[src/rtl/core/ahcc_pkg.sv]
// Shared constants, types and helper functions for the alphanumeric histogram cover check.
package ahcc_pkg;

	// Saturation point of every bin, every string length and the missing total.
	localparam int unsigned MAX_LEN  = 1024;
	localparam int unsigned NUM_BINS = 62;
	localparam int unsigned BIN_W    = $clog2(NUM_BINS);
	localparam int unsigned CNT_W    = $clog2(MAX_LEN + 1);
	localparam int unsigned CHAR_W   = 8;
	localparam int unsigned AMOUNT_W = 12;
	localparam int unsigned DIFF_W   = (CNT_W + 1 > AMOUNT_W) ? CNT_W + 1 : AMOUNT_W;

	localparam logic [CNT_W-1:0] MAX_CNT = CNT_W'(MAX_LEN);

	// Character ranges and the offsets that map them onto bins.
	localparam logic [CHAR_W-1:0] CH_DIGIT_LO = 8'd48;
	localparam logic [CHAR_W-1:0] CH_DIGIT_HI = 8'd57;
	localparam logic [CHAR_W-1:0] CH_LOWER_LO = 8'd97;
	localparam logic [CHAR_W-1:0] CH_LOWER_HI = 8'd122;
	localparam logic [CHAR_W-1:0] CH_UPPER_LO = 8'd65;
	localparam logic [CHAR_W-1:0] CH_UPPER_HI = 8'd90;
	localparam logic [CHAR_W-1:0] OFS_DIGIT   = 8'd48;
	localparam logic [CHAR_W-1:0] OFS_LOWER   = 8'd87;
	localparam logic [CHAR_W-1:0] OFS_UPPER   = 8'd29;

	typedef struct packed {
		logic             hit;
		logic [BIN_W-1:0] bin;
	} bin_info_t;

	// Digits land in bins 0..9, lower case in 10..35, upper case in 36..61.
	function automatic bin_info_t bin_of(input logic [CHAR_W-1:0] ch);
		bin_info_t r;
		r.hit = 1'b0;
		r.bin = '0;
		if (ch >= CH_DIGIT_LO && ch <= CH_DIGIT_HI) begin
			r.hit = 1'b1;
			r.bin = BIN_W'(ch - OFS_DIGIT);
		end else if (ch >= CH_LOWER_LO && ch <= CH_LOWER_HI) begin
			r.hit = 1'b1;
			r.bin = BIN_W'(ch - OFS_LOWER);
		end else if (ch >= CH_UPPER_LO && ch <= CH_UPPER_HI) begin
			r.hit = 1'b1;
			r.bin = BIN_W'(ch - OFS_UPPER);
		end
		return r;
	endfunction

	// Counts stop at the saturation point and hold there.
	function automatic logic [CNT_W-1:0] sat_inc(input logic [CNT_W-1:0] v);
		return (v < MAX_CNT) ? v + CNT_W'(1) : MAX_CNT;
	endfunction

endpackage

[src/rtl/core/ahcc_ram.sv]
// Generic single-clock RAM with one write port and one registered read port.
module ahcc_ram #(
	parameter int WIDTH = 8,
	parameter int DEPTH = 64
) (
	input  logic                                       clk,
	input  logic                                       we,
	input  logic [((DEPTH > 1) ? $clog2(DEPTH) : 1)-1:0] waddr,
	input  logic [WIDTH-1:0]                           wdata,
	input  logic [((DEPTH > 1) ? $clog2(DEPTH) : 1)-1:0] raddr,
	output logic [WIDTH-1:0]                           rdata
);

	logic [WIDTH-1:0] mem_q [DEPTH];

	always_ff @(posedge clk) begin
		if (we) begin
			mem_q[waddr] <= wdata;
		end
		rdata <= mem_q[raddr];
	end

endmodule

[src/rtl/core/alnum_histogram_cover_check.sv]
// Top level of the alphanumeric histogram cover check.
//
// The block takes one character transaction per cycle while it is loading, each
// tagged as part of the offered or the wanted string, and keeps a 62-bin
// histogram of digits, lower case and upper case letters for each string plus a
// length per string, all saturating at MAX_LEN. Each histogram lives in its own
// RAM with a registered read; a character is read in the cycle it is accepted
// and written back in the next, and a one-entry forwarding register covers a
// character that hits the same bin as the one just before it, so character
// transactions sustain one per cycle while loading. A finish transaction closes
// input and starts a walk over the bins that reads both RAMs at one address per
// cycle; after the walk the done state waits for the last read and for room in
// the output register, gives the verdict and only then accepts the next
// character. The verdict waits in an output register until it is taken. Per-bin
// valid bits stand in for clearing the RAMs, so reset and each verdict empty
// both histograms at once without a clearing pass.
module alnum_histogram_cover_check (
	input  logic                                  clk,
	input  logic                                  arst_n,
	input  logic                                  in_valid,
	output logic                                  in_ready,
	input  logic [ahcc_pkg::CHAR_W-1:0]           char_code,
	input  logic                                  string_select,
	input  logic                                  finish,
	output logic                                  out_valid,
	input  logic                                  out_ready,
	output logic                                  enough,
	output logic signed [ahcc_pkg::AMOUNT_W-1:0]  amount
);

	import ahcc_pkg::*;

	typedef enum logic [1:0] {
		ST_LOAD,
		ST_WALK,
		ST_DONE
	} state_t;

	state_t state_q;

	// Input side.
	logic      in_acc;
	logic      chr_acc;
	logic      fin_acc;
	bin_info_t in_info;

	// Histogram RAM ports; both RAMs always read the same bin.
	logic [BIN_W-1:0] rd_addr;
	logic [CNT_W-1:0] off_rdata;
	logic [CNT_W-1:0] wnt_rdata;
	logic             off_we;
	logic             wnt_we;

	// A bin whose valid bit is clear reads as zero.
	logic [NUM_BINS-1:0] off_vld_q;
	logic [NUM_BINS-1:0] wnt_vld_q;

	logic [CNT_W-1:0] off_len_q;
	logic [CNT_W-1:0] wnt_len_q;

	// Character stage: the read is in flight, the write-back happens here.
	logic             chr_vld_s1;
	logic             chr_sel_s1;
	logic             chr_hit_s1;
	logic [BIN_W-1:0] chr_bin_s1;

	// The last write, for a character that read the same bin in that cycle.
	logic             fwd_vld_q;
	logic             fwd_sel_q;
	logic [BIN_W-1:0] fwd_bin_q;
	logic [CNT_W-1:0] fwd_data_q;

	logic             fwd_hit;
	logic             sel_bin_vld;
	logic [CNT_W-1:0] sel_rdata;
	logic [CNT_W-1:0] cur_cnt;
	logic [CNT_W-1:0] upd_cnt;
	logic             wr_en;

	// Walk over the bins.
	logic [BIN_W-1:0] walk_idx_q;
	logic             walk_vld_s1;
	logic [BIN_W-1:0] walk_idx_s1;
	logic [CNT_W-1:0] missing_q;
	logic [CNT_W-1:0] walk_off;
	logic [CNT_W-1:0] walk_wnt;
	logic [CNT_W-1:0] surplus;
	logic [CNT_W:0]   missing_sum;
	logic [CNT_W-1:0] missing_nxt;

	// Verdict.
	logic                out_valid_q;
	logic                enough_q;
	logic [AMOUNT_W-1:0] amount_q;
	logic                out_free;
	logic                emit;
	logic [DIFF_W-1:0]   len_diff;
	logic [DIFF_W-1:0]   missing_ext;

	assign in_ready = (state_q == ST_LOAD);
	assign in_acc   = in_valid && in_ready;
	assign chr_acc  = in_acc && !finish;
	assign fin_acc  = in_acc && finish;
	assign in_info  = bin_of(char_code);

	assign rd_addr = (state_q == ST_WALK) ? walk_idx_q : in_info.bin;

	// Read-modify-write of the character's bin, with the previous write forwarded.
	assign fwd_hit     = fwd_vld_q && (fwd_sel_q == chr_sel_s1) && (fwd_bin_q == chr_bin_s1);
	assign sel_rdata   = chr_sel_s1 ? wnt_rdata : off_rdata;
	assign sel_bin_vld = chr_sel_s1 ? wnt_vld_q[chr_bin_s1] : off_vld_q[chr_bin_s1];
	assign cur_cnt     = fwd_hit ? fwd_data_q : (sel_bin_vld ? sel_rdata : '0);
	assign upd_cnt     = sat_inc(cur_cnt);
	assign wr_en       = chr_vld_s1 && chr_hit_s1;
	assign off_we      = wr_en && !chr_sel_s1;
	assign wnt_we      = wr_en && chr_sel_s1;

	ahcc_ram #(
		.WIDTH (CNT_W),
		.DEPTH (NUM_BINS)
	) u_off_ram (
		.clk   (clk),
		.we    (off_we),
		.waddr (chr_bin_s1),
		.wdata (upd_cnt),
		.raddr (rd_addr),
		.rdata (off_rdata)
	);

	ahcc_ram #(
		.WIDTH (CNT_W),
		.DEPTH (NUM_BINS)
	) u_wnt_ram (
		.clk   (clk),
		.we    (wnt_we),
		.waddr (chr_bin_s1),
		.wdata (upd_cnt),
		.raddr (rd_addr),
		.rdata (wnt_rdata)
	);

	// One bin of the walk: add the wanted surplus, saturating.
	assign walk_off    = off_vld_q[walk_idx_s1] ? off_rdata : '0;
	assign walk_wnt    = wnt_vld_q[walk_idx_s1] ? wnt_rdata : '0;
	assign surplus     = (walk_wnt > walk_off) ? walk_wnt - walk_off : '0;
	assign missing_sum = {1'b0, missing_q} + {1'b0, surplus};
	assign missing_nxt = (missing_sum > {1'b0, MAX_CNT}) ? MAX_CNT : missing_sum[CNT_W-1:0];

	// Length difference wraps modulo the width of the amount field.
	assign len_diff    = DIFF_W'(off_len_q) - DIFF_W'(wnt_len_q);
	assign missing_ext = DIFF_W'(missing_q);

	assign out_free = !out_valid_q || out_ready;
	assign emit     = (state_q == ST_DONE) && !walk_vld_s1 && out_free;

	always_ff @(posedge clk or negedge arst_n) begin
		if (!arst_n) begin
			state_q     <= ST_LOAD;
			walk_idx_q  <= '0;
			walk_vld_s1 <= 1'b0;
			chr_vld_s1  <= 1'b0;
			fwd_vld_q   <= 1'b0;
			off_vld_q   <= '0;
			wnt_vld_q   <= '0;
			off_len_q   <= '0;
			wnt_len_q   <= '0;
			missing_q   <= '0;
			out_valid_q <= 1'b0;
			enough_q    <= 1'b0;
			amount_q    <= '0;
		end else begin
			chr_vld_s1  <= chr_acc;
			fwd_vld_q   <= wr_en;
			walk_vld_s1 <= (state_q == ST_WALK);

			if (out_valid_q && out_ready && !emit) begin
				out_valid_q <= 1'b0;
			end

			if (chr_acc) begin
				if (string_select) begin
					wnt_len_q <= sat_inc(wnt_len_q);
				end else begin
					off_len_q <= sat_inc(off_len_q);
				end
			end

			if (off_we) begin
				off_vld_q[chr_bin_s1] <= 1'b1;
			end
			if (wnt_we) begin
				wnt_vld_q[chr_bin_s1] <= 1'b1;
			end

			if (walk_vld_s1) begin
				missing_q <= missing_nxt;
			end

			unique case (state_q)
				ST_LOAD: begin
					if (fin_acc) begin
						state_q    <= ST_WALK;
						walk_idx_q <= '0;
						missing_q  <= '0;
					end
				end
				ST_WALK: begin
					if (walk_idx_q == BIN_W'(NUM_BINS - 1)) begin
						state_q <= ST_DONE;
					end else begin
						walk_idx_q <= walk_idx_q + BIN_W'(1);
					end
				end
				ST_DONE: begin
					if (emit) begin
						out_valid_q <= 1'b1;
						enough_q    <= (missing_q == '0);
						amount_q    <= (missing_q == '0) ? len_diff[AMOUNT_W-1:0]
						                                 : missing_ext[AMOUNT_W-1:0];
						off_vld_q   <= '0;
						wnt_vld_q   <= '0;
						off_len_q   <= '0;
						wnt_len_q   <= '0;
						state_q     <= ST_LOAD;
					end
				end
				default: begin
					state_q <= ST_LOAD;
				end
			endcase
		end
	end

	// Payload of the pipeline stages; the valid bits above qualify them.
	always_ff @(posedge clk) begin
		chr_sel_s1  <= string_select;
		chr_hit_s1  <= in_info.hit;
		chr_bin_s1  <= in_info.bin;
		walk_idx_s1 <= walk_idx_q;
		fwd_sel_q   <= chr_sel_s1;
		fwd_bin_q   <= chr_bin_s1;
		fwd_data_q  <= upd_cnt;
	end

	assign out_valid = out_valid_q;
	assign enough    = enough_q;
	assign amount    = signed'(amount_q);

	// A character write-back and a walk read never share the stage after the RAMs.
	assert property (@(posedge clk) disable iff (!arst_n)
		!(chr_vld_s1 && walk_vld_s1))
		else $error("character and walk both in stage one");

	// The walk starts only after the last character has been written back.
	assert property (@(posedge clk) disable iff (!arst_n)
		(state_q == ST_WALK) |-> !chr_vld_s1)
		else $error("walk overlaps a pending character write");

	// The missing total never passes the saturation point.
	assert property (@(posedge clk) disable iff (!arst_n)
		missing_q <= MAX_CNT)
		else $error("missing total above saturation");

	// A new verdict appears only out of the done state.
	assert property (@(posedge clk) disable iff (!arst_n)
		$rose(out_valid_q) |-> $past(state_q == ST_DONE))
		else $error("verdict raised outside the done state");

endmodule
[config.mk]
export PLATFORM = sky130hd
export DESIGN_NAME = alnum_histogram_cover_check
export DESIGN_NICKNAME = d
export VERILOG_FILES = /design/src/rtl/core/ahcc_pkg.sv /design/src/rtl/core/ahcc_ram.sv /design/src/rtl/core/alnum_histogram_cover_check.sv
export SDC_FILE = /design/constraint.sdc
export NUM_CORES = 2
export LEC_CHECK = 0
export BUFFER_PORTS_ARGS = -buffer_cell sky130_fd_sc_hd__buf_2
export CORE_MARGIN = 3
export CORE_UTILIZATION = 35
export DETAILED_ROUTE_END_ITERATION = 8
export PLACE_DENSITY = 0.6
export REMOVE_ABC_BUFFERS = 1
export SLEW_MARGIN = 15
export SYNTH_ARGS = -nofsm -noshare
export SYNTH_HDL_FRONTEND = slang
export SYNTH_SLANG_ARGS = --single-unit
export TNS_END_PERCENT = 50
[constraint.sdc]
create_clock -name clk -period 21.5 [get_ports clk]
set_input_delay 2.15 -clock clk [delete_from_list [all_inputs] [get_ports clk]]
set_output_delay 2.15 -clock clk [all_outputs]
set_load 0.05 [all_outputs]
Word-level counts from Yosys, hierarchy flattened
Memory sizes are Yosys's and may differ from the RTL's. A register that Yosys moved wholly into a read port is not among the register bits.
Cells that the tools add are included.
{"block": "op_classes", "n_addsub": 10, "n_lt_le_gt_ge": 14, "n_eq_ne": 9, "n_mux": 57, "n_bitwise": 2, "reduce_logical": 29}
{"op": "62-bit two-way mux", "count": 6}
{"op": "11-bit two-way mux", "count": 21}
{"op": "62-bit OR", "count": 2}
{"op": "11-bit by 1-bit adder with 11-bit output, second input constant", "count": 3}
{"op": "11-bit less-than comparator, second input constant", "count": 3}
{"op": "6-bit two-way mux", "count": 5}
{"op": "1-bit binary-select mux with 6-bit select", "count": 4}
{"op": "8-bit by 7-bit greater-or-equal comparator with 1-bit output, second input constant", "count": 2}
{"op": "8-bit by 7-bit <= comparator with 1-bit output, second input constant", "count": 2}
{"op": "1-bit logical AND", "count": 16}
{"op": "6-bit by 7-bit less-than comparator with 1-bit output, second input constant", "count": 2}
{"op": "1-bit two-way mux", "count": 13}
{"op": "11-bit by 11-bit adder with 12-bit output", "count": 1}
{"op": "12-bit by 11-bit > comparator with 1-bit output, second input constant", "count": 1}
{"op": "12-bit two-way mux", "count": 1}
{"op": "6-bit one-hot mux with 2 select lines", "count": 1}
{"op": "11-bit by 11-bit subtractor with 12-bit output", "count": 1}
{"op": "6-bit by 5-bit subtractor with 6-bit output, second input constant", "count": 2}
{"op": "11-bit > comparator", "count": 1}
{"op": "11-bit zero test", "count": 1}
{"op": "11-bit subtractor", "count": 1}
{"op": "8-bit by 6-bit greater-or-equal comparator with 1-bit output, second input constant", "count": 1}
{"op": "8-bit by 6-bit <= comparator with 1-bit output, second input constant", "count": 1}
{"op": "7-bit two-way mux", "count": 1}
{"op": "20 further kinds", "count": 29}
{"block": "word_totals", "ff_bits": 214, "ram_bits": 1364, "inputBits": 14, "output_inout_bits": 15, "word_cells": 143, "mem_count": 2}
{"name": "u_off_ram.mem_q", "words": 62, "width": 11, "read_ports": 1, "rd_clocked_by_memory_dff": 1, "write_ports": 1, "line": "ahcc_ram.sv:14", "text": "logic [WIDTH-1:0] mem_q [DEPTH];"}
{"name": "u_wnt_ram.mem_q", "words": 62, "width": 11, "read_ports": 1, "rd_clocked_by_memory_dff": 1, "write_ports": 1, "line": "ahcc_ram.sv:14"}

Longest topological paths before layout
{"block": "logic_depth", "depth_word": 11, "mapped_depth": 34, "mapped_depth_nobuf": 31}

Hierarchy
A second synthesis with hierarchy kept.
{"block": "unflattened", "cells_unflattened": 3838, "hier_area_um2": 66155.9}
{"module": "ahcc_ram", "n_inst": 2, "cells_per_inst": 1239, "area_each_um2": 26824.5, "seq_area_each_um2": 20699.9}
{"module": "alnum_histogram_cover_check", "n_inst": 1, "cells_per_inst": 1360, "area_each_um2": 12507.0, "seq_area_each_um2": 5195.0}

Worst setup path before layout
No wires, ideal clock.
{"block": "synth_timing", "path_type": "reg2reg", "start": "register chr_bin_s1[1]", "end": "memory u_off_ram.mem_q[0][2] (netlist name), data pin", "setup_ps": 1189, "arrival_ps": 8049, "required_ps": 20311, "path_slack_ps": 12262, "stages_incl_launch_ff": 13, "n_path_buf": 2, "synth_period_minus_slack_ps": 9238, "cell_sequence": "dfxtp_1 -> buf_4 -> mux4_2 -> mux2i_1 -> o221ai_1 -> or3_1 -> or4_1 -> nand3b_1 -> buf_2 -> o21ai_0 -> ha_1 -> nand2_1 -> nor3b_1"}
{"block": "synth_via", "elab_chain_len": 7, "word_cells_on_any_way": 12, "classes_between": "add/sub: 1; order compare: 1; eq/ne: 1; mux: 8; reduce/logical: 1"}
{"item": "from (decl)", "line": "alnum_histogram_cover_check.sv:65", "text": "logic [BIN_W-1:0] chr_bin_s1;"}
{"item": "from (signal assigned)", "line": "alnum_histogram_cover_check.sv:238", "text": "chr_bin_s1 <= in_info.bin;"}
{"item": "1-bit binary-select mux with 6-bit select", "line": "alnum_histogram_cover_check.sv:111", "text": "assign sel_bin_vld = chr_sel_s1 ? wnt_vld_q[chr_bin_s1] : off_vld_q[chr_bin_s1];"}
{"item": "1-bit two-way mux (implied by the code)", "line": "alnum_histogram_cover_check.sv:111"}
{"item": "1-bit two-way mux", "line": "alnum_histogram_cover_check.sv:111"}
{"item": "11-bit two-way mux", "line": "alnum_histogram_cover_check.sv:112", "text": "assign cur_cnt = fwd_hit ? fwd_data_q : (sel_bin_vld ? sel_rdata : '0);"}
{"item": "11-bit two-way mux *", "line": "alnum_histogram_cover_check.sv:112"}
{"item": "11-bit by 1-bit adder with 11-bit output or 11-bit less-than comparator (tied branches)", "line": "ahcc_pkg.sv:51", "text": "return (v < MAX_CNT) ? v + CNT_W'(1) : MAX_CNT;"}
{"item": "11-bit two-way mux *", "line": "ahcc_pkg.sv:51"}
{"item": "named net u_off_ram.wdata[2]", "line": "ahcc_ram.sv:9", "text": "input logic [WIDTH-1:0] wdata,"}
{"item": "to (decl)", "line": "ahcc_ram.sv:14"}
Mark *: on every way through the listed nets, which the timed path passes. The rest lies on a longest branch. The select of a mux whose other input is x is not followed.

Worst setup path in the final report
{"block": "layout_timing", "start": "register walk_idx_s1[1]", "end": "register missing_q[2]"}
{"block": "layout_via", "elab_chain_len": 11, "word_cells_on_any_way": 15, "classes_between": "add/sub: 2; order compare: 2; mux: 11"}
{"item": "from (decl)", "line": "alnum_histogram_cover_check.sv:83", "text": "logic [BIN_W-1:0] walk_idx_s1;"}
{"item": "from (signal assigned)", "line": "alnum_histogram_cover_check.sv:239", "text": "walk_idx_s1 <= walk_idx_q;"}
{"item": "1-bit binary-select mux with 6-bit select, on equally long branches", "line": "alnum_histogram_cover_check.sv:144, alnum_histogram_cover_check.sv:143"}
{"item": "1-bit two-way mux, on equally long branches", "line": "alnum_histogram_cover_check.sv:144, alnum_histogram_cover_check.sv:143"}
{"item": "11-bit two-way mux, on equally long branches", "line": "alnum_histogram_cover_check.sv:144, alnum_histogram_cover_check.sv:143"}
{"item": "11-bit subtractor or 11-bit > comparator (tied branches)", "line": "alnum_histogram_cover_check.sv:145", "text": "assign surplus = (walk_wnt > walk_off) ? walk_wnt - walk_off : '0;"}
{"item": "11-bit two-way mux *", "line": "alnum_histogram_cover_check.sv:145"}
{"item": "11-bit by 11-bit adder with 12-bit output *", "line": "alnum_histogram_cover_check.sv:146", "text": "assign missing_sum = {1'b0, missing_q} + {1'b0, surplus};"}
{"item": "12-bit by 11-bit > comparator with 1-bit output", "line": "alnum_histogram_cover_check.sv:147", "text": "assign missing_nxt = (missing_sum > {1'b0, MAX_CNT}) ? MAX_CNT : missing_sum[CNT_W-1:0];"}
{"item": "11-bit two-way mux *", "line": "alnum_histogram_cover_check.sv:147"}
{"item": "11-bit two-way mux *", "line": "alnum_histogram_cover_check.sv:195", "text": "if (walk_vld_s1) begin"}
{"item": "11-bit two-way mux", "line": "alnum_histogram_cover_check.sv:201", "text": "if (fin_acc) begin"}
{"item": "11-bit two-way mux *", "line": "alnum_histogram_cover_check.sv:199", "text": "unique case (state_q)"}
{"item": "to (signal assigned)", "line": "alnum_histogram_cover_check.sv:196", "text": "missing_q <= missing_nxt;"}
{"item": "to (decl)", "line": "alnum_histogram_cover_check.sv:84", "text": "logic [CNT_W-1:0] missing_q;"}
Every way passes the cells marked *; elsewhere a longest branch is shown, timed or not. The select of a mux whose other input is x is not followed.
A chain may end at the register's enable or synchronous reset.

==> metrics <==
result of the run=finished, final reports clean; number of setup buffers added after CTS=0; Tcrit/Tclk final=0.432; total power per unit cell area=133 mW/mm2; Syn Std Cell Area=about 0.067 mm2; aggregate global routing overflow=0; area of all placed cells without fillers=between 0.07 and 0.08 mm2; initial drt markers=4,245; placed wire-length estimate after detailed placement=about 110,000 um; cell area reported after detailed placement=approximately 0.07 mm2; Reg2Reg Launch Point=walk_idx_s1[1]; worst-path cell with the longest stage delay=sky130_fd_sc_hd__dfxtp_1; actual transition at the worst max-transition pin=1.20 ns; Internal=6.27 mW; top_reg_cell synth=sky130_fd_sc_hd__edfxtp_1; most used cells in the layout excluding fill and tap cells=sky130_fd_sc_hd__edfxtp_1, sky130_fd_sc_hd__nand2_1, sky130_fd_sc_hd__nor2_1, sky130_fd_sc_hd__mux2i_1, sky130_fd_sc_hd__a21oi_1; vias in the first global route=a little over 40,000; average instance area after synthesis=13.0 um2; Reg clk slew, reported paths=~0.06 ns; Die ar.=0.196 mm2; DRT Pass-1 Iters=7; count of endpoints failing hold in the final timing report=0; area inside the core boundary=0.188 mm2; library cell appearing most often on the critical path=sky130_fd_sc_hd__o21ai_0; arrival time of data at the critical path endpoint=between 10 and 15 ns; wire length of the first global-routing pass=roughly 270,000 um; number of cells produced by synthesis=between 5,000 and 6,000; combinational power share=0.347; number of port buffers=28; fraction of layout cells with a size suffix above 1=0.107; critical setup path kind=flop to flop; min-delay worst type=flop to flop; fraction of synthesized cell area taken by the top area cell type=0.615; area leader, netlist=sky130_fd_sc_hd__edfxtp_1; top cells by area, synth=sky130_fd_sc_hd__edfxtp_1, sky130_fd_sc_hd__dfrtp_1, sky130_fd_sc_hd__nand2_1, sky130_fd_sc_hd__nor2_1, sky130_fd_sc_hd__mux2i_1; proportion of power drawn by flip-flops and latches=0.374; RSZ-0062 raised after global routing=no; setup-violating endpoint count in the final report=0; initial core utilization=0.354; routed wire length per instance=around 24 um; leakage power of the design=26.7 nW; end of the worst register-to-register path=missing_q[2]; final RePlAce weighted congestion=0.913; ratio of routed vias to standard cells=~5.5; die height=442 um; CTS HTree Levels=4; post-layout net count=between 5,000 and 6,000; initial antenna violation count=6; clock tree from TritonCTS=yes; number of flip-flops and latches in the synthesized netlist=1,600; Worst Setup Start Kind=flop; signed area change from the synthesized netlist to the final layout=13.0%; largest net degree at the start of global routing=172; Psw=3.74 mW; TritonCTS sink count=approximately 1,600; max cap viols=0; critical path startpoint=walk_idx_s1[1]; number of buffers inserted during clock tree synthesis=approximately 170; clock tree buffer depth=3; Crit path largest cell delay=between 1 and 1.5 ns; source-to-sink clock delay at the later pin of the worst-skew pair=between 0.8 and 0.9 ns; number of enable-type register cells in the synthesized netlist=around 1,400; post-route DRC violation count=0; internal reg-to-reg setup slack=12.21 ns; worst setup path endpoint=missing_q[2]; Syn. warnings=0; fin. max-slew vios=0; maximum resistive drop on vdd=between 0.0001 and 0.00015 V; data required time of the critical path=22.22 ns; number of nets with antenna violations after detailed routing=0; Highest Clock Rate=108 MHz; floorplan die width=442 um; WHS Path Cells=2; largest fanout on the critical path=20; fraction of registers with async set/reset=0.114; depth of the worst register-to-register path=31; boundary pin count=29; hold_buf cts=0; Distinct cells, synth=between 80 and 90; post-CTS resize count=0; clock period minus worst slack=9.29 ns; root buffer cell=sky130_fd_sc_hd__clkbuf_16; commonest non-fill, non-tap cell in the layout=sky130_fd_sc_hd__edfxtp_1; fraction of power consumed by the clock network=0.279; setup TNS after final layout=0 ns; worst clock skew=around 0.037 ns; fraction of the yosys area taken by sequential cells=0.699; GRT Overall Usage=0.183; Switching Fraction=0.374; vias post-DR=42,537; Slew HR=0.198; endpoint class of the critical path=flop; final routed wirelength across all metal layers=about 180,000 um; FP Rows=~160
## per-layer routing
metal  global-route usage  up-vias  wire length, um
met5                    0        -                0
met1                0.260    21589            80000
met2                0.287     1680            85600
li1                     -    19003                -
met3               0.0311      265            13600
met4               0.0562        0             4910
## stage by stage
step                      instances   util  setup WS [ns]  hold slack (ns)  total power [mW]
after floorplan                4831      -          0.810            0.399              6.76
after global placement         7495  0.371          12.93            0.460              7.22
after detailed placement       7495  0.371          12.52            0.466              7.26
after CTS                      7795  0.399          12.43            0.479              10.1
after global routing           7795  0.399          11.45            0.513              10.5
final                          7798  0.399          12.21            0.473              10.0
## power groups by stage
stage               clock network [mW]  registers, mW  logic (mW)
floorplan                            0           3.78        2.98
global placement                     0           3.80        3.42
detailed placement                   0           3.80        3.46
CTS                               2.84           3.74        3.48
global route                      2.97           3.75        3.77
finish                            2.80           3.74        3.47
## cell type report
cell class | instances | area (um2)
inverters | 49 | 184
repair buffers | 169 | 1230
fillers | 17367 | 113000
clock buffers | 238 | 4660
multi-input cells | 3182 | 18800
flip-flops and latches | 1600 | 46600
well taps | 2495 | 3120
diodes | 3 | 7.51
clock inverters | 62 | 638
## sequential cells by signal, summed over array words and instances, names as in the netlist, 2 cells and up
register / cells
u_off_ram.mem_q: 682
u_wnt_ram.mem_q: 682
off_vld_q: 62
wnt_vld_q: 62
amount: 12
fwd_data_q: 11
missing_q: 11
off_len_q: 11
u_off_ram.rdata: 11
u_wnt_ram.rdata: 11
wnt_len_q: 11
chr_bin_s1: 6
fwd_bin_q: 6
walk_idx_q: 6
walk_idx_s1: 6
state_q: 2
## cells in the mapped netlist (13+ instances only)
master,count
sky130_fd_sc_hd__inv_1,46
sky130_fd_sc_hd__a21boi_0,29
sky130_fd_sc_hd__dfrtp_1,182
sky130_fd_sc_hd__a311oi_1,66
sky130_fd_sc_hd__a211oi_1,45
sky130_fd_sc_hd__clkbuf_1,197
sky130_fd_sc_hd__nor2_1,602
sky130_fd_sc_hd__nor4_1,27
sky130_fd_sc_hd__a32oi_1,94
sky130_fd_sc_hd__nand2b_1,13
sky130_fd_sc_hd__o221ai_1,14
sky130_fd_sc_hd__xnor2_1,32
sky130_fd_sc_hd__nand3_1,162
sky130_fd_sc_hd__xor2_1,13
sky130_fd_sc_hd__nor3_1,98
sky130_fd_sc_hd__a22oi_1,26
sky130_fd_sc_hd__mux4_2,56
sky130_fd_sc_hd__and3_1,19
sky130_fd_sc_hd__a221oi_1,24
sky130_fd_sc_hd__buf_2,83
sky130_fd_sc_hd__and2_1,58
sky130_fd_sc_hd__buf_1,17
sky130_fd_sc_hd__mux2i_1,213
sky130_fd_sc_hd__edfxtp_1,1364
sky130_fd_sc_hd__nor2b_1,14
sky130_fd_sc_hd__dfxtp_1,54
sky130_fd_sc_hd__o21ai_0,51
sky130_fd_sc_hd__o211ai_1,91
sky130_fd_sc_hd__a21oi_1,186
sky130_fd_sc_hd__nand3b_1,27
sky130_fd_sc_hd__nand2_1,1016
sky130_fd_sc_hd__ha_1,46
sky130_fd_sc_hd__a31oi_1,29
## worst max-delay path: cells and delay by family (launching register included)
kind                     cells  cell delay [ns]
buffers and inverters        2             0.53
AND/OR/NAND/NOR              7             1.87
multiplexers                 1             0.29
flip-flops                   1             1.04
AO/OA/AOI/OAI               19             4.91
adder cells (fa/ha/maj)      2             0.54
## how the worst min path moves through the flow
stage	startpoint	endpoint	slack, ns
after global routing	amount[5]	amount[5]	0.51
after floorplan	walk_idx_q[5]	walk_idx_s1[5]	0.40
after detailed placement	amount[7]	amount[7]	0.47
after global placement	enough	enough	0.46
final	amount[7]	amount[7]	0.47
after CTS	amount[7]	amount[7]	0.48
## cell families (layout without fill, tap and decap cells)
kind of cell    count (synthesis)  in the layout  synth area share
simple gates                 2073           2073             0.130
flops                        1600           1600             0.699
compound gates                734            734            0.0790
buf+inv                       362            518            0.0231
mux                           281            281            0.0530
fa+ha+maj                      49             49           0.00954
xor+xnor                       45             45           0.00592
other cells                     0              3                 0
No activity file was read; power rests on OpenSTA's default activity.
